## src/sptlm_pkg.sv

```systemverilog
package sptlm_pkg;

    localparam int PRIMARY_HEADER_BYTES = 6;
    localparam int TIME_HEADER_BYTES = 6;
    localparam int LENGTH_FIELD_OFFSET = 4;
    localparam logic [7:0] TYPE_BIT = 8'h10;
    localparam logic [7:0] SECHDR_BIT = 8'h08;

    typedef enum logic {
        CMD_LOAD = 1'b0,
        CMD_FETCH = 1'b1
    } cmd_t;

    typedef struct packed {
        logic        command;
        logic [7:0]  in_byte;
        logic        in_last;
        logic [31:0] time_seconds;
        logic [19:0] time_micros;
    } in_item_t;

    typedef struct packed {
        logic [7:0] out_byte;
        logic       out_valid;
        logic       out_last;
        logic       malformed;
        logic       overflowed;
    } out_item_t;

    // Queue entry handed from the front part to the back part.
    typedef struct packed {
        logic        command;
        logic [7:0]  in_byte;
        logic        in_last;
        logic [31:0] time_seconds;
        logic [15:0] subseconds;
    } job_t;

endpackage

```

## src/sptlm_queue.sv

```systemverilog
// Two-entry queue between front and back.
module sptlm_queue (
    input  logic            clk,
    input  logic            rst_n,
    input  logic            wr_valid,
    input  sptlm_pkg::job_t wr_data,
    output logic            wr_ready,
    output logic            rd_valid,
    output sptlm_pkg::job_t rd_data,
    input  logic            rd_ready
);
    import sptlm_pkg::*;

    job_t       mem_reg [2];
    logic       wp_reg;
    logic       rp_reg;
    logic [1:0] cnt_reg;

    assign wr_ready = cnt_reg != 2'd2;
    assign rd_valid = cnt_reg != 2'd0;
    assign rd_data = mem_reg[rp_reg];

    always_ff @(posedge clk or negedge rst_n) begin
        if (!rst_n) begin
            wp_reg <= 1'b0;
            rp_reg <= 1'b0;
            cnt_reg <= 2'd0;
        end else begin
            if (wr_valid && wr_ready) begin
                wp_reg <= ~wp_reg;
            end
            if (rd_valid && rd_ready) begin
                rp_reg <= ~rp_reg;
            end
            cnt_reg <= cnt_reg + 2'(wr_valid && wr_ready) - 2'(rd_valid && rd_ready);
        end
    end

    always_ff @(posedge clk) begin
        if (wr_valid && wr_ready) begin
            mem_reg[wp_reg] <= wr_data;
        end
    end
endmodule

```

## config.mk

```make
export PLATFORM = sky130hd
export DESIGN_NAME = sptlm_queue
export DESIGN_NICKNAME = d
export VERILOG_FILES = /design/src/sptlm_pkg.sv /design/src/sptlm_queue.sv
export SDC_FILE = /design/constraint.sdc
export NUM_CORES = 1
export LEC_CHECK = 0
export ABC_CLOCK_PERIOD_IN_PS = 4800
export BUFFER_PORTS_ARGS = -buffer_cell sky130_fd_sc_hd__buf_2
export CELL_PAD_IN_SITES_DETAIL_PLACEMENT = 0
export CELL_PAD_IN_SITES_GLOBAL_PLACEMENT = 1
export CORE_ASPECT_RATIO = 0.8
export CORE_MARGIN = 4
export CORE_UTILIZATION = 44
export DETAILED_ROUTE_END_ITERATION = 10
export GPL_TIMING_DRIVEN = 0
export PLACE_DENSITY = 0.9
export SLEW_MARGIN = 20
export SYNTH_ARGS = -nofsm -noshare
export SYNTH_HDL_FRONTEND = slang
export SYNTH_SLANG_ARGS = --single-unit
```

## constraint.sdc

```tcl
create_clock -name clk -period 4.8 [get_ports clk]
set_input_delay 0.72 -clock clk [delete_from_list [all_inputs] [get_ports clk]]
set_output_delay 0.72 -clock clk [all_outputs]
set_load 0.01 [all_outputs]
```

Word-level counts from Yosys, hierarchy flattened:

Memories as Yosys holds them, arrays and structs flattened.
Cells that the tools add are included.

* reduce and logical (&&, ||, !) cells: 3
* eq/ne operators: 1
* bitwise operators: 2
* muxes and demuxes: 2
* $add $sub $neg: 2

Operator list (number)
* 2-bit by 1-bit adder with 2-bit output: 1
* 1-bit logical AND: 2
* 1-bit 2-to-1 mux: 2
* 2-bit != test (second input constant): 1
* 1-bit inverter: 2
* 2-bit nonzero test: 1
* 2-bit by 1-bit subtractor with 2-bit output: 1

* memories kept: 1
* logic and storage cells: 14
* memory bits (writable): 116
* output and inout port bits: 60
* bits of input ports: 62
* bits in registers: 4

Memories
* mem_reg: depth 2, bits a word 58, rd ports 1, clocked after Yosys merged registers in 0, wr ports 1, line sptlm_queue.sv:14 `job_t mem_reg [2];`

Logic depth before layout (Yosys ltp):

Gate-level depths: netlist of run 1.

* depth after elaboration: 4
* gate-level depth with buffers: 7
* gate-level depth less buffers: 7

Least setup slack after synthesis of run 1:

Ideal clock, no wire load.

* path kind: in2reg
* start: input wr_valid
* end: memory mem_reg[0][0] in the netlist's numbering, enable pin
* slack: 1.081 ns
* arrival time: 3.245 ns
* data required time: 4.326 ns
* library setup time: 0.474 ns
* buffers on the path: 0
* cell stages on the path: 2
* cells stage by stage: nand2_1 -> nor2_1

* longest elaborated chain between the ends: 3

RTL lines
* from (decl): line sptlm_queue.sv:5 `input logic wr_valid,`
* 1-bit logical AND: line sptlm_queue.sv:40 `if (wr_valid && wr_ready) begin`
* 1-bit 2-to-1 mux: line sptlm_queue.sv:40
* 1-bit 2-to-1 mux (not written as such): line sptlm_queue.sv:41 `mem_reg[wp_reg] <= wr_data;`
* to (decl): line sptlm_queue.sv:14

No other way between the ends.

==> results of run 1 <==
cell usage in the layout (no fill, tap or decap), types with 2 or more instances in the layout:
master and instances:
buf_2 125, edfxtp_1 116, mux2_2 48, clkbuf_16 17, mux2_4 10, bufinv_16 4, dfrtp_1 4, xnor2_1 3
clkinvlp_4 3, clkinv_1 3, buf_16 3, buf_6 2, ha_1 2, clkinv_2 2, clkinv_4 2
cell usage after synthesis:
master / count
and2_1: 1
mux2_2: 48
nand2b_1: 1
edfxtp_1: 116
buf_8: 1
buf_6: 2
xor2_1: 1
or2_2: 1
inv_1: 1
mux2_4: 10
nor2_1: 1
ha_1: 2
buf_2: 4
dfrtp_1: 4
xnor2_1: 3
nand2_1: 1
and3_1: 1
critical path: cells and delay by family, from the launching register on:
kind / cells / cell delay (ns)
buffers and inverters: 4 / 0.56
DFF: 1 / 0.37
muxes: 1 / 0.30
worst max path at each step:
stage,cells after the start,slack [ns],start,end
global route,5,2.34,rp_reg,rd_data[38]
detailed placement,4,2.62,wr_valid,mem_reg[0][47]
finish,5,2.43,rp_reg,rd_data[38]
global placement,3,-0.33,wr_valid,mem_reg[0][46]
CTS,4,2.39,rp_reg,rd_data[22]
floorplan,2,1.08,wr_valid,mem_reg[0][0]
per-layer routing:
| metal | track usage | vias up | share of wire |
|---|---|---|---|
| met5 | 0 | - | 0 |
| met4 | 0.0660 | 0 | 0.0094 |
| met3 | 0.0623 | 10 | 0.073 |
| met2 | 0.236 | 90 | 0.50 |
| met1 | 0.175 | 1126 | 0.41 |
| li1 | - | 1074 | - |
cell type report:
cell class / count / share of cell area
clock inverter: 14 / 0.0307
inverter: 1 / 0.000635
timing repair buffer: 124 / 0.116
clock buffer: 18 / 0.0726
multi-input combinational: 70 / 0.135
buffer: 7 / 0.00974
tap: 136 / 0.0288
sequential: 120 / 0.606
power by group:
group	internal, W	switching, W
clock	0.000861	0.000429
combinational	0.000539	0.000560
sequential	0.00143	0.0000588
total	0.00283	0.00105
metrics by stage:
| step | util | area (um^2) |
|---|---|---|
| finish | 0.607 | 5910 |
| global route | 0.607 | 5910 |
| CTS | 0.607 | 5910 |
| detailed placement | 0.545 | 5300 |
| global placement | 0.535 | 5200 |
| floorplan | - | 4430 |
kinds of logic after synthesis:
logic type | count (synthesis) | share of synthesized area
XOR/XNOR | 4 | 0.00791
flip-flops | 120 | 0.809
AND/OR/NAND/NOR | 6 | 0.00735
buffers and inverters | 8 | 0.0138
adder cells (fa/ha/maj) | 2 | 0.00565
multiplexers | 58 | 0.156
==> flow_summary.yaml, run 1 <==
timing:
  finalSetupTns_ns: 0
  fin_skew_ns: 0.00845
  hold_viol: 0
  relSlewSlack: 0.515
  worst_pin_slew_ns: 0.725
  max_freq_mhz: 421
  drv_slew: 0
  min_period_ns: 2.37
  timing.final.crit_share: 0.494
  grt_setup_unrepaired: "false"
  report.final.setup_viol: 0
  hold_slack_ns: 0.120
  final.setup.worst_slack_ns: 2.43
synthesis:
  netlist.area_leader.share: 0.787
  synth_area_um2: 4430
  syn_nets: 262
  synth_cell_types: 17
  ys_seq_area_frac: 0.809
  netlist_instances: 198
  synth.area.top_cells: "edfxtp_1 (79%), mux2_2 (12%), mux2_4 (3.4%)"
  avgSynthCellArea_um2: 22.4
  ys_seq_elements: 120
  yosys.area.top_type: "edfxtp_1"
  synthesis.yosys.warnings: 0
flow_run:
  maxCapViolations: 0
place:
  io_buffers: 121
  place.detailed.hpwl_um: 5500
  place_ws_ns: 2.62
  dp_cells: 458
  place.gp.congestion: 0.690
layout:
  drive_gt1_frac: 0.621
  nNetsFinal: 405
  diodes: 0
  syn_to_final_growth_pct: 33.5
  largest_register_ffs: 116
  ff_latch_area_um2: 3580
  fillerInstances: 726
  final_cells: 490
  multi_input_area_um2: 796
floorplanning:
  core_um2: 9730
  die_area_um2: 11700
  initial_core_util: 0.455
  fp-row-count: 32
  ios: 122
  die_h_um: 97.7
  die_w_um: 120
routing:
  vias: 2300
  wl_um: 8050
  via_per_inst: 4.69
  post_drt_wl_per_cell_um: 16.4
  drt-pass1-iter-count: 4
  route.detailed.drc: 0
  drt_iter0_markers: 113
  ant_nets: 0
power_and_ir_drop:
  total_leakage_power_nw: 2.28
  p_total_w: 0.00388
  peakVddDrop_v: 0.000399
  cellPowerDensity_nw_per_um2: 657
worst_setup_path:
  critical_path_class: "reg -> out"
  slowest_stage: "dfrtp_1"
  crit_required_ns: 4.08
  path_max_fanout: 10
  critPathLaunchType: "register"
  timing.rr.start: "cnt_reg[1]"
  r2r_slack_ns: 2.92
  crit_path_max_incr_delay_ns: 0.37
  cp_common_cell: "buf_6"
  r2r_cells: 4
  crit_chain: "buf_6 > buf_6 > buf_8 > mux2_4 > buf_2"
  crit_arrival_ns: 1.65
  timing.rr.end: "mem_reg[0][5]"
  setup.worst_path.end_class: "output pin"
run_status:
  status: "finished, final reports clean"
global_route:
  overflow: 0
  grt_max_degree: 50
  antenna_found_initial: 0
  first_global_vias: 2592
  grt_use_total: 0.148
  grt_pass1_wl_um: 13100
clocking:
  postCtsSetupBuffers: 0
  clk_latency_ns: 0.40
  clkTransAtPathRegs_ns: 0.05
  cts_max_path_buffers: 2
  cts_sinks: 120
  cts_root_buf: "clkbuf_16"
  cts_hold_buffers: 0
  cts_buffers: 17
  cts_resized: 0
  cts_tree: "yes"
  h-tree-depth: 4
worst_hold_path:
  hold_class: "in -> async"
Power figures use the tool's default switching activity.
==> run 2, diff against run 1 <==
ABC_CLOCK_PERIOD_IN_PS = 2300   (was 4800)
clock period = 2.3 ns   (was 4.8 ns; I/O delays follow)
==> run 2 against run 1 <==
  * Cell area down 0.74%
  * Final cell count fell by 0.20%
  * First-iteration DRC count is 18% higher
  * Wire length is 1.4% lower
  * Via count fell by 1.0%
  * Combinational power grew 100%
  * Worst hold slack better by 0.015 ns
  * Count of clock-buffer cells in the layout up 2
  * Register-to-register slack got worse by 2.4 ns
  * Flip-flop and latch count unchanged
  * Clock power increased by 100%
==> flow_summary.yaml, run 2 (synthesized netlist as in run 1, its figures left out) <==
run_status:
  status: "finished, final reports clean"
floorplanning:
  die_w_um: 120
  core_um2: 9730
  die_area_um2: 11700
  die_h_um: 97.7
  ios: 122
  initial_core_util: 0.455
  fp-row-count: 32
global_route:
  grt_use_total: 0.141
  first_global_vias: 2465
  grt_pass1_wl_um: 12500
  antenna_found_initial: 0
  grt_max_degree: 59
  overflow: 0
routing:
  post_drt_wl_per_cell_um: 16.2
  route.detailed.drc: 0
  drt_iter0_markers: 133
  ant_nets: 0
  drt-pass1-iter-count: 4
  vias: 2276
  wl_um: 7940
  via_per_inst: 4.65
layout:
  drive_gt1_frac: 0.615
  finalCoreUtilization: 0.603
  syn_to_final_growth_pct: 32.5
  final_common_cell: "buf_2"
  diodes: 0
  fillerInstances: 743
  final_cell_mix: "buf_2 (125), edfxtp_1 (116), mux2_2 (48)"
  largest_register_ffs: 116
  nNetsFinal: 405
worst_setup_path:
  timing.rr.start: "cnt_reg[1]"
  cp.buffers_inverters: 4
  cp_common_cell: "buf_6"
  cp_num_cells: 5
  slowest_stage: "dfrtp_1"
  crit_chain: "buf_6 > buf_6 > buf_8 > mux2_4 > buf_2"
  critical_path_class: "reg -> out"
  critPathLaunch: "rp_reg"
  crit_arrival_ns: 1.64
  crit_path_max_incr_delay_ns: 0.36
  timing.rr.end: "cnt_reg[1]"
  crit_required_ns: 1.96
  r2r_slack_ns: 0.54
  crit_end: "rd_data[46]"
  crit_family: "buffers and inverters"
  path_max_fanout: 10
  setup.worst_path.end_class: "output pin"
  r2r_cells: 7
  critPathLaunchType: "register"
timing:
  timing.final.crit_share: 0.862
  max_freq_mhz: 504
  relSlewSlack: 0.449
  drv_slew: 0
  worst_pin_slew_ns: 0.827
  report.final.setup_viol: 0
  hold_viol: 0
  min_period_ns: 1.98
  final.setup.worst_slack_ns: 0.317
  grt_setup_unrepaired: "false"
  fin_skew_ns: 0.00651
clocking:
  cts_resized: 0
  cts_tree: "yes"
  clk_latency_ns: 0.40
  cts_buffers: 17
  cts_sinks: 120
  h-tree-depth: 4
  cts_max_path_buffers: 2
  cts_root_buf: "clkbuf_16"
  clkTransAtPathRegs_ns: 0.05
place:
  io_buffers: 121
  place_ws_ns: 0.539
  place.gp.congestion: 0.675
  place.detailed.hpwl_um: 5430
worst_hold_path:
  hold_class: "in -> reg"
  min_from: "wr_data[33]"
power_and_ir_drop:
  peakVddDrop_v: 0.000695
  cellPowerDensity_nw_per_um2: 1360
  total_leakage_power_nw: 2.27
flow_run:
  maxCapViolations: 0
[run 2: worst min path at each step]
stage | slack, ns | depth (start not counted) | to
2_1_floorplan | 0.05 | 0 | cnt_reg[0]
3_3_place_gp | 0.15 | 1 | cnt_reg[0]
3_5_place_dp | 0.16 | 1 | wp_reg
4_1_cts | 0.11 | 1 | mem_reg[1][13]
5_1_grt | 0.11 | 1 | mem_reg[1][37]
6_report | 0.13 | 1 | mem_reg[1][33]
[run 2: timing repair]
| action | 4_1_cts | 5_1_grt |
|---|---|---|
| hold endpoints to repair | 4 | 0 |
| setup buffers | 0 | 0 |
| hold buffers | 1 | 0 |
[run 2: final cells by class]
type | instances | area [um^2] | share of cell area
buffer | 7 | 57.6 | 0.00981
clock buffer | 20 | 437 | 0.0744
clock inverter | 11 | 155 | 0.0265
inverter | 1 | 3.75 | 0.000640
multi-input combinational | 70 | 796 | 0.136
sequential | 120 | 3580 | 0.611
tap | 136 | 170 | 0.0290
timing repair buffer | 124 | 663 | 0.113
[run 2: metal layers]
metal | vias up | global-route usage | share of wire
met5 | - | 0 | 0
met4 | 0 | 0.0660 | 0.012
met3 | 9 | 0.0594 | 0.080
met2 | 91 | 0.218 | 0.48
met1 | 1109 | 0.173 | 0.43
li1 | 1067 | - | -
[run 2: power breakdown]
group | switching [W] | leakage [nW] | internal [W]
clock network | 0.000845 | 0.288 | 0.00179
registers | 0.000122 | 1.12 | 0.00300
logic | 0.00115 | 0.853 | 0.00109
[run 2: stage by stage]
step	hold WS [ns]	power (W)	cells	setup TNS (ns)	cell area, um^2
floorplan	0.0494	0.00458	198	0	4440
finish	0.134	0.00799	489	0	5870
CTS	0.113	0.00811	489	0	5870
global placement	0.155	0.00533	455	-5.82	5210
detailed placement	0.159	0.00545	457	0	5260
global route	0.111	0.00838	489	0	5870
