**src/sptlm_pkg.sv**
```systemverilog
package sptlm_pkg;

    localparam int PRIMARY_HEADER_BYTES = 6;
    localparam int TIME_HEADER_BYTES = 6;
    localparam int LENGTH_FIELD_OFFSET = 4;
    localparam logic [7:0] TYPE_BIT = 8'h10;
    localparam logic [7:0] SECHDR_BIT = 8'h08;

    typedef enum logic {
        CMD_LOAD = 1'b0,
        CMD_FETCH = 1'b1
    } cmd_t;

    typedef struct packed {
        logic        command;
        logic [7:0]  in_byte;
        logic        in_last;
        logic [31:0] time_seconds;
        logic [19:0] time_micros;
    } in_item_t;

    typedef struct packed {
        logic [7:0] out_byte;
        logic       out_valid;
        logic       out_last;
        logic       malformed;
        logic       overflowed;
    } out_item_t;

    // Queue entry handed from the front part to the back part.
    typedef struct packed {
        logic        command;
        logic [7:0]  in_byte;
        logic        in_last;
        logic [31:0] time_seconds;
        logic [15:0] subseconds;
    } job_t;

endpackage

```
**src/sptlm_if.sv**
```systemverilog
interface sptlm_in_if;
    import sptlm_pkg::*;
    logic     valid;
    logic     ready;
    in_item_t data;
    modport source (output valid, output data, input ready);
    modport sink (input valid, input data, output ready);
endinterface


```
**src/sptlm_front.sv**
```systemverilog
// Accepts transactions and converts the microseconds to 1/65536 s units.
// micros*65536/1e6 = micros*4096/62500: a multiply by a 17-bit reciprocal
// gives an estimate low by at most one, fixed with one compare. The multiply
// is done as the transaction is accepted and the fix follows from the register.
module sptlm_front (
    input  logic                clk,
    input  logic                rst_n,
    sptlm_in_if.sink            in_ch,
    output logic                job_valid,
    output sptlm_pkg::job_t     job,
    input  logic                job_ready
);
    import sptlm_pkg::*;

    localparam logic [16:0] RECIP = 17'd68719;  // floor(2^32/62500)

    logic        s1_valid_reg;
    in_item_t    s1_reg;
    logic [16:0] quot_reg;
    logic [48:0] prod;
    logic [31:0] num;
    logic [31:0] quot;
    logic [31:0] rem;
    logic [31:0] q_fix;

    assign in_ch.ready = !s1_valid_reg || job_ready;
    assign prod = 49'({in_ch.data.time_micros, 12'd0}) * 49'(RECIP);

    always_ff @(posedge clk or negedge rst_n) begin
        if (!rst_n) begin
            s1_valid_reg <= 1'b0;
        end else if (in_ch.ready) begin
            s1_valid_reg <= in_ch.valid;
        end
    end

    always_ff @(posedge clk) begin
        if (in_ch.ready && in_ch.valid) begin
            s1_reg <= in_ch.data;
            quot_reg <= prod[48:32];
        end
    end

    always_comb begin
        num = {s1_reg.time_micros, 12'd0};
        quot = 32'(quot_reg);
        rem = num - 32'(quot * 32'd62500);
        q_fix = (rem >= 32'd62500) ? quot + 32'd1 : quot;
    end

    assign job_valid = s1_valid_reg;
    assign job.command = s1_reg.command;
    assign job.in_byte = s1_reg.in_byte;
    assign job.in_last = s1_reg.in_last;
    assign job.time_seconds = s1_reg.time_seconds;
    assign job.subseconds = q_fix[15:0];
endmodule

```
**src/flat_wrapper.sv**
```systemverilog
// flat-port wrapper written by rule: the top's interface ports become plain ports
module sptlm_front_flat import sptlm_pkg::*;
  (clk, rst_n, job_valid, job, job_ready, in_ch_valid, in_ch_data, in_ch_ready);
  sptlm_in_if in_ch_i ();
  input  logic clk;
  input  logic rst_n;
  output logic job_valid;
  output sptlm_pkg::job_t job;
  input  logic job_ready;
  input wire logic [$bits(in_ch_i.valid)-1:0] in_ch_valid;
  input wire logic [$bits(in_ch_i.data)-1:0] in_ch_data;
  output wire logic [$bits(in_ch_i.ready)-1:0] in_ch_ready;
  assign in_ch_i.valid = in_ch_valid;
  assign in_ch_i.data = in_ch_data;
  assign in_ch_ready = in_ch_i.ready;
  sptlm_front u_core (.clk(clk), .rst_n(rst_n), .in_ch(in_ch_i), .job_valid(job_valid), .job(job), .job_ready(job_ready));
endmodule
```
**config.mk**
```make
export PLATFORM = sky130hd
export DESIGN_NAME = sptlm_front_flat
export DESIGN_NICKNAME = d
export VERILOG_FILES = /design/src/sptlm_pkg.sv /design/src/sptlm_if.sv /design/src/sptlm_front.sv /design/src/flat_wrapper.sv
export SDC_FILE = /design/constraint.sdc
export NUM_CORES = 1
export LEC_CHECK = 0
export BUFFER_PORTS_ARGS = -buffer_cell sky130_fd_sc_hd__buf_4
export CORE_MARGIN = 4
export CORE_UTILIZATION = 55
export CTS_BUF_LIST = sky130_fd_sc_hd__clkbuf_16
export CTS_CLUSTER_SIZE = 40
export DETAILED_ROUTE_END_ITERATION = 6
export GPL_TIMING_DRIVEN = 0
export HOLD_SLACK_MARGIN = 0.05
export PLACE_DENSITY = 0.87
export SKIP_CTS_REPAIR_TIMING = 1
export SLEW_MARGIN = 40
export SYNTH_ARGS = -nofsm -noshare
export SYNTH_HDL_FRONTEND = slang
export SYNTH_SLANG_ARGS = --single-unit
```
**constraint.sdc**
```tcl
create_clock -name clk -period 13 [get_ports clk]
set_clock_uncertainty 0.05 [all_clocks]
set_input_delay 1.95 -clock clk [delete_from_list [all_inputs] [get_ports clk]]
set_output_delay 1.95 -clock clk [all_outputs]
set_load 0.005 [all_outputs]
```
After elaboration in Yosys (flattened, before gate mapping)
Cells that the tools add are included.

operators by class
  add/sub/neg operators = 2
  multipliers = 2
  $lt $le $gt $ge = 1
  mux-type cells = 1
  reductions and logical operators = 3

operator list
  kind                      count
  $mul A20 B17 Y37 const B  1
  $ge A32 B16 Y1 const B    1
  $sub A32 B32 Y32          1
  $mul A17 B14 Y30 const B  1
  $add A16 B1 Y16 const B   1
  $mux W16                  1
  $logic_and A1 B1 Y1       1
  $logic_not A1 Y1          1
  $logic_or A1 B1 Y1        1

storage, ports and cells
  flip-flop bits (word level) = 80
  bits of input ports = 66
  output and inout port bits = 60
  logic and storage cells = 16

Longest topological paths before layout
Gate-level depths: netlist (run 1).

  depth after elaboration = 4
  mapped depth = 36
  depth with buffers taken out = 35

Worst setup path before layout (run 1)
No wires, ideal clock.

  path type = reg-to-output
  start point = register u_core.quot_reg[2]
  end point = output job[2] in the netlist's numbering
  arrival time = 7.740 ns
  data required time = 11.000 ns
  setup slack = 3.260 ns
  stages on the path, launching flop included = 34
  buffers on the path = 1
  cell sequence = edfxtp_1 > inv_1 > fa_1 > inv_1 > fa_1 > fa_1 > fa_1 > ha_1 > inv_1 > fa_1 > inv_1 > ha_1 > a21o_1 > a21oi_1 > o21ai_0 > a221o_1 > a21oi_1 > nand2_1 > a21oi_1 > xnor2_1 > ha_1 > and3_1 > nand2_1 > or3_1 > a211oi_1 > nor3b_1 > xnor2_1 > a311oi_1 > nand4_1 > nor4_1 > nand4_2 > buf_6 > nand2_1 > xnor2_1

RTL lines
  what                    RTL line           source
  start, declared         sptlm_front.sv:19  logic [16:0] quot_reg;
  start signal, assigned  sptlm_front.sv:40  quot_reg <= prod[48:32];
  end, declared           flat_wrapper.sv:8  output sptlm_pkg::job_t job;

==> results of run 1 <==
## Yosys cell counts, types with 6 or more instances
cell type / instances
o21a_1: 11
xor2_1: 24
ha_1: 273
nor2b_1: 9
and2_1: 6
a21oi_1: 45
xnor2_1: 48
nand4_1: 10
and3_1: 15
edfxtp_1: 79
nand3_1: 12
nand2b_1: 14
a21o_1: 30
fa_1: 170
nor3_1: 12
inv_1: 320
o21ai_1: 12
o21ai_0: 29
or3_1: 8
o21bai_1: 6
nand2_1: 38
nor2_1: 30
## through the flow
step / cells / instance area, um2 / utilization / setup slack (ps)
3_3_place_gp: 1729 / 14700 / 0.621 / 1840
6_report: 1746 / 15000 / 0.635 / 1210
4_1_cts: 1746 / 15000 / 0.635 / 1300
5_1_grt: 1746 / 15000 / 0.635 / 665
2_1_floorplan: 1285 / 13400 / - / 3260
3_5_place_dp: 1730 / 14700 / 0.622 / 1760
## metal layers
layer	track usage	share of wire	vias to the layer above
met5	0	0	-
met4	0.0877	0.034	0
met3	0.0447	0.058	79
met2	0.416	0.51	286
met1	0.297	0.40	4726
li1	-	-	4518
## worst min-delay path: stages, from the launching register on
cell and delay, ps:
dfrtp_1 350, nand2b_1 100, nand2b_1 80
## cell families after synthesis
family / after synthesis
AO/OA/AOI/OAI: 182
XOR/XNOR: 73
adder cells (fa/ha/maj): 443
buffers and inverters: 326
flip-flops: 80
multiplexers: 4
AND/OR/NAND/NOR: 177
## worst paths after layout
path,slack (ps),depth (start not counted),end,startpoint
max,1210,32,job[5],u_core.quot_reg[3]
min,510,2,u_core.job_valid,u_core.job_valid
max reg2reg,11300,3,u_core.num[25],u_core.job_valid
min reg2reg,510,2,u_core.job_valid,u_core.job_valid
max in group asynchronous,11500,1,u_core.job_valid,rst_n
min in group asynchronous,1320,1,u_core.job_valid,rst_n
## cell usage in the layout, fill, tap and decap left out, types with 10 or more instances in the layout
master,netlist,final
ha_1,273,273
nand3_1,12,12
edfxtp_1,79,79
and3_1,15,15
nand4_1,10,10
nor3_1,12,12
xor2_1,24,24
nand2_1,38,38
a21o_1,30,30
o21a_1,11,11
nand2b_1,14,14
o21ai_0,29,29
xnor2_1,48,48
a21oi_1,45,45
nor2_1,30,30
fa_1,170,170
buf_4,0,125
o21ai_1,12,12
inv_1,320,320
## layout make-up
cell class / count / area, um2 / share of cell area
multi-input combinational: 879 / 9730 / 0.646
sequential: 80 / 2400 / 0.159
inverter: 320 / 1200 / 0.0798
timing repair buffer: 126 / 958 / 0.0637
tap: 319 / 399 / 0.0265
clock buffer: 9 / 225 / 0.0150
clock inverter: 7 / 101 / 0.00673
buffer: 6 / 37.5 / 0.00249
==> results.md, run 1 <==
* Worst Tran Pin Value at ~700 ps
* CTS tree: yes
* Initial DRC count at 545
* Worst EP required at about 11,000 ps
* Num CTS Buffers at 9
* #FFs+latches synth at 80
* Core Area at about 24,000 um2
* CP top delay family: adder cells
* Largest family of logic cells by synthesized area: adder cells
* Seq/Total Area, Yosys at 0.179
* Net count after synthesis at roughly 1,800
* Setup TNS at 0 ps
* Hold Slack at approximately 510 ps
* Status: finished, final reports clean
* Async set-reset flop share out of synthesis at 0.0125
* GPL Wtd Cong at around 0.9
* Library cells used by synthesis at 70
* Total die area at between 20,000 and 30,000 um2
* Synth Area in Compound Gates at 0.0935
* Remaining DRCs at 0
* Layout overhead on the synthesized area at 12.6%
* Largest net degree at the start of global routing at 47
* Hpwl dp at ~25,000 um
* Final min period at ~12,000 ps
* Share of layout cells above drive strength 1 at 0.114
* Max reg flops at between 40 and 50
* Vias post-DR at between 9,000 and 10,000
* Wire per inst at approximately 18 um
* Achievable frequency at roughly 85 MHz
* CP startpoint kind: flop
* Post-Syn Area at 13,400 um2
* Xor/xnor cell area share of the yosys netlist at 0.0489
* Grt total ovfl at 0
* EDFF count, synth at between 70 and 80
* H-Tree Depth at 3
* Post-synthesis mux area share at 0.00300
* Slew Limit Fails at 0
* Post-synth top area share at 0.256
* IO buf count at ~130
* Vias per Instance at 5.50
* First-pass DRT Iterations at 5
* Clock tree buffer depth at 2
* Buffers and inverters on the worst path at 7
* CP Max Fanout at 10
* First-pass GRT wire length at 51,200 um
* Initial Util at 0.564
* Syn Area/Cell at a little over 10 um2
* Num rows at between 50 and 60
* Clock latency on the worst-skew pair at ~340 ps
* Area contributors post-synth: ha_1, fa_1, edfxtp_1
* Final WL at between 30,000 and 40,000 um
* Vias in the first global route at 10,600
* Die Width at 164 um
* Primary FF master, synth: edfxtp_1
* Clock sinks at 80
* Crit path max-delay cell type: edfxtp_1
* Slew HR at 0.536
* Initial antenna violation count at 0
* Min-delay worst type: reg2reg
* Yosys warning count at 0
* Synth area leader: ha_1
* Fill count at between 1,500 and 2,000
* Setup Viol. Count Final at 0
* Clock transition at the registers of the reported paths at around 70 ps
* N_diodes at 0
* Synth Area in Simple Gates at 0.0721
* Worst EP arrival at about 10000 ps
* Max_cap viols at 0
* Vert. Die Dim at 164 um
* Part of the cycle the worst path needs at 0.907
* Critical path endpoint category: primary output
* CTS Root Cell: clkbuf_16
* Kind of critical path: reg2out
* All-Layer GR Usage at 0.239
* Critical Path Max Stage Delay at between 700 and 800 ps
* Net count, final at 1,931
* I/O pin cnt at ~130
* Cells after Synth at between 1,000 and 1,500
* Final ANT Viol Nets at 0
* Adder-cell share of the synthesized area at 0.510
* Crit path top cell by count: fa_1
* Final hold vios at 0
* RSZ-0062 raised after global routing: no
Power of run 1 is left out: the tool's default activity adds up to more than one toggle a clock period on the data nets, which glitch-free logic cannot reach.
==> run 2, diff against run 1 <==
--- a/config.mk
+++ b/config.mk
@@ -5,15 +5,15 @@
 export SDC_FILE = /design/constraint.sdc
 export NUM_CORES = 1
 export LEC_CHECK = 0
-export BUFFER_PORTS_ARGS = -buffer_cell sky130_fd_sc_hd__buf_4
-export CORE_MARGIN = 4
-export CORE_UTILIZATION = 55
+export BUFFER_PORTS_ARGS = -buffer_cell sky130_fd_sc_hd__buf_2
+export CORE_MARGIN = 1
+export CORE_UTILIZATION = 60
 export CTS_BUF_LIST = sky130_fd_sc_hd__clkbuf_16
 export CTS_CLUSTER_SIZE = 40
 export DETAILED_ROUTE_END_ITERATION = 6
 export GPL_TIMING_DRIVEN = 0
 export HOLD_SLACK_MARGIN = 0.05
-export PLACE_DENSITY = 0.87
+export PLACE_DENSITY = 0.93
 export SKIP_CTS_REPAIR_TIMING = 1
 export SLEW_MARGIN = 40
 export SYNTH_ARGS = -nofsm -noshare
==> run 2 against run 1 <==
Flip-flop and latch count unchanged. Via count grew 6.0%. Count of clock-buffer cells in the layout unchanged. Global-route usage grew 7.7 points. Worst setup slack worse by 430 ps.
==> results.md, run 2 (synthesis gave the netlist of run 1 again) <==
* Status: finished, final reports clean
* Share of layout cells above drive strength 1 at 0.114
* Vias post-DR at 10,200
* Final ANT Viol Nets at 0
* Net count, final at 1,931
* Area post-placement at about 14,000 um2
* Critical Path Max Stage Delay at 700 ps
* Num rows at between 50 and 60
* CTS tree: yes
* Wire per inst at 19.8 um
* Max_cap viols at 0
* Kind of critical path: reg2out
* Layout overhead on the synthesized area at 9.92%
* All-Layer GR Usage at 0.316
* Vias per Instance at around 6
* Vias in the first global route at around 11,000
* Reg area at 2400 um2
* Num CTS Buffers at 9
* Area of the multi-input gates at just under 10,000 um2
* Slew HR at 0.528
* Core Area at 21,800 um2
* Critical Path End: job[5]
* Largest net degree at the start of global routing at 48
* Hpwl dp at 26,800 um
* CP Max Fanout at 10
* CP Launch Point: u_core.quot_reg[3]
* Crit path max-delay cell type: edfxtp_1
* Most frequent cells in the layout: inv_1, ha_1, fa_1
* Reg-to-reg setup timing slack at 11,200 ps
* Crit path top cell by count: fa_1
* Final Non-Filler Cells at approximately 1,700
* N_diodes at 0
* Most common library cell in the layout ignoring fill and taps: inv_1
* Remaining DRCs at 0
* Max reg flops at between 40 and 50
* Critical path endpoint category: primary output
* Setup TNS at 0 ps
* Finished Cell Area at 14,700 um2
* Worst EP arrival at between 10,000 and 15,000 ps
* Vert. Die Dim at 151 um
* IO buf count at ~130
* Final min period at between 10,000 and 15,000 ps
* Total die area at between 20,000 and 25,000 um2
* Setup Viol. Count Final at 0
* CP startpoint kind: flop
* Clock transition at the registers of the reported paths at around 70 ps
* Initial DRC count at 681
* Grt total ovfl at 0
* Achievable frequency at around 82 MHz
* Initial antenna violation count at 0
* GPL Wtd Cong at roughly 0.89
* Clock latency on the worst-skew pair at 350 ps
* Final hold vios at 0
* Fill count at about 1,500
* First-pass GRT wire length at approximately 55,000 um
* RR Startpoint: u_core.job_valid
* Worst r2r path cells at 3
* Worst Tran Pin Value at 707 ps
* Slew Limit Fails at 0
* Clock tree buffer depth at 2
* I/O pin cnt at about 130
* Worst EP required at roughly 11,000 ps
* Placed insts at approximately 1,700
* Part of the cycle the worst path needs at 0.939
* CTS Root Cell: clkbuf_16
* Initial Util at 0.612
* RSZ-0062 raised after global routing: no
* Hold Slack at 621 ps
* H-Tree Depth at 3
* Final WL at about 34,000 um
* R2R Path End: u_core.num[24]
* Clock sinks at 80
* Die Width at ~150 um
* First-pass DRT Iterations at 7
* Min-delay worst type: reg2reg
run 2: cell count changes in the layout (fill, tap and decap cells not counted):
cell | previous run | this run
buf_2 | 0 | 125
buf_4 | 125 | 0
run 2: worst max-delay path: cells and delay by family, from the launching register on:
kind / cells / cell delay, ps
adders and majority gates: 8 / 3560
xor gates and xnor gates: 3 / 440
DFF: 1 / 700
buffers and inverters: 6 / 780
AOI/OAI and AO/OA: 8 / 2210
and+or+nand+nor: 9 / 2130
run 2: how the worst min path moves through the flow:
stage                      from               end  slack, ps  cells past startpoint
3_5_place_dp   u_core.job_valid  u_core.job_valid        540                      2
3_3_place_gp   u_core.job_valid  u_core.job_valid        450                      2
2_1_floorplan  u_core.job_valid  u_core.job_valid        490                      2
4_1_cts        u_core.job_valid  u_core.job_valid        610                      2
6_report       u_core.job_valid  u_core.job_valid        620                      2
5_1_grt        u_core.job_valid  u_core.job_valid        650                      2
run 2: area by class of cell:
cell class	count	share of cell area
sequential	80	0.163
clock buffer	9	0.0153
timing repair buffer	126	0.0440
tap	280	0.0239
buffer	6	0.00256
inverter	320	0.0818
clock inverter	7	0.00690
multi-input combinational	879	0.662
run 2: through the flow:
step                 util  worst slack, ps
floorplan               -             3260
global placement    0.657             1940
detailed placement  0.658             1730
CTS                 0.673             1130
global route        0.673              444
finish              0.673              787
run 2: metal layers:
| metal | routed length, um | GRT usage | vias up |
|---|---|---|---|
| met1 | 12600 | 0.380 | 4969 |
| met4 | 1830 | 0.158 | 0 |
| met3 | 2260 | 0.0503 | 171 |
| met5 | 0 | 0 | - |
| li1 | - | - | 4521 |
| met2 | 17100 | 0.546 | 521 |
Power of run 2 is left out for the same reason.
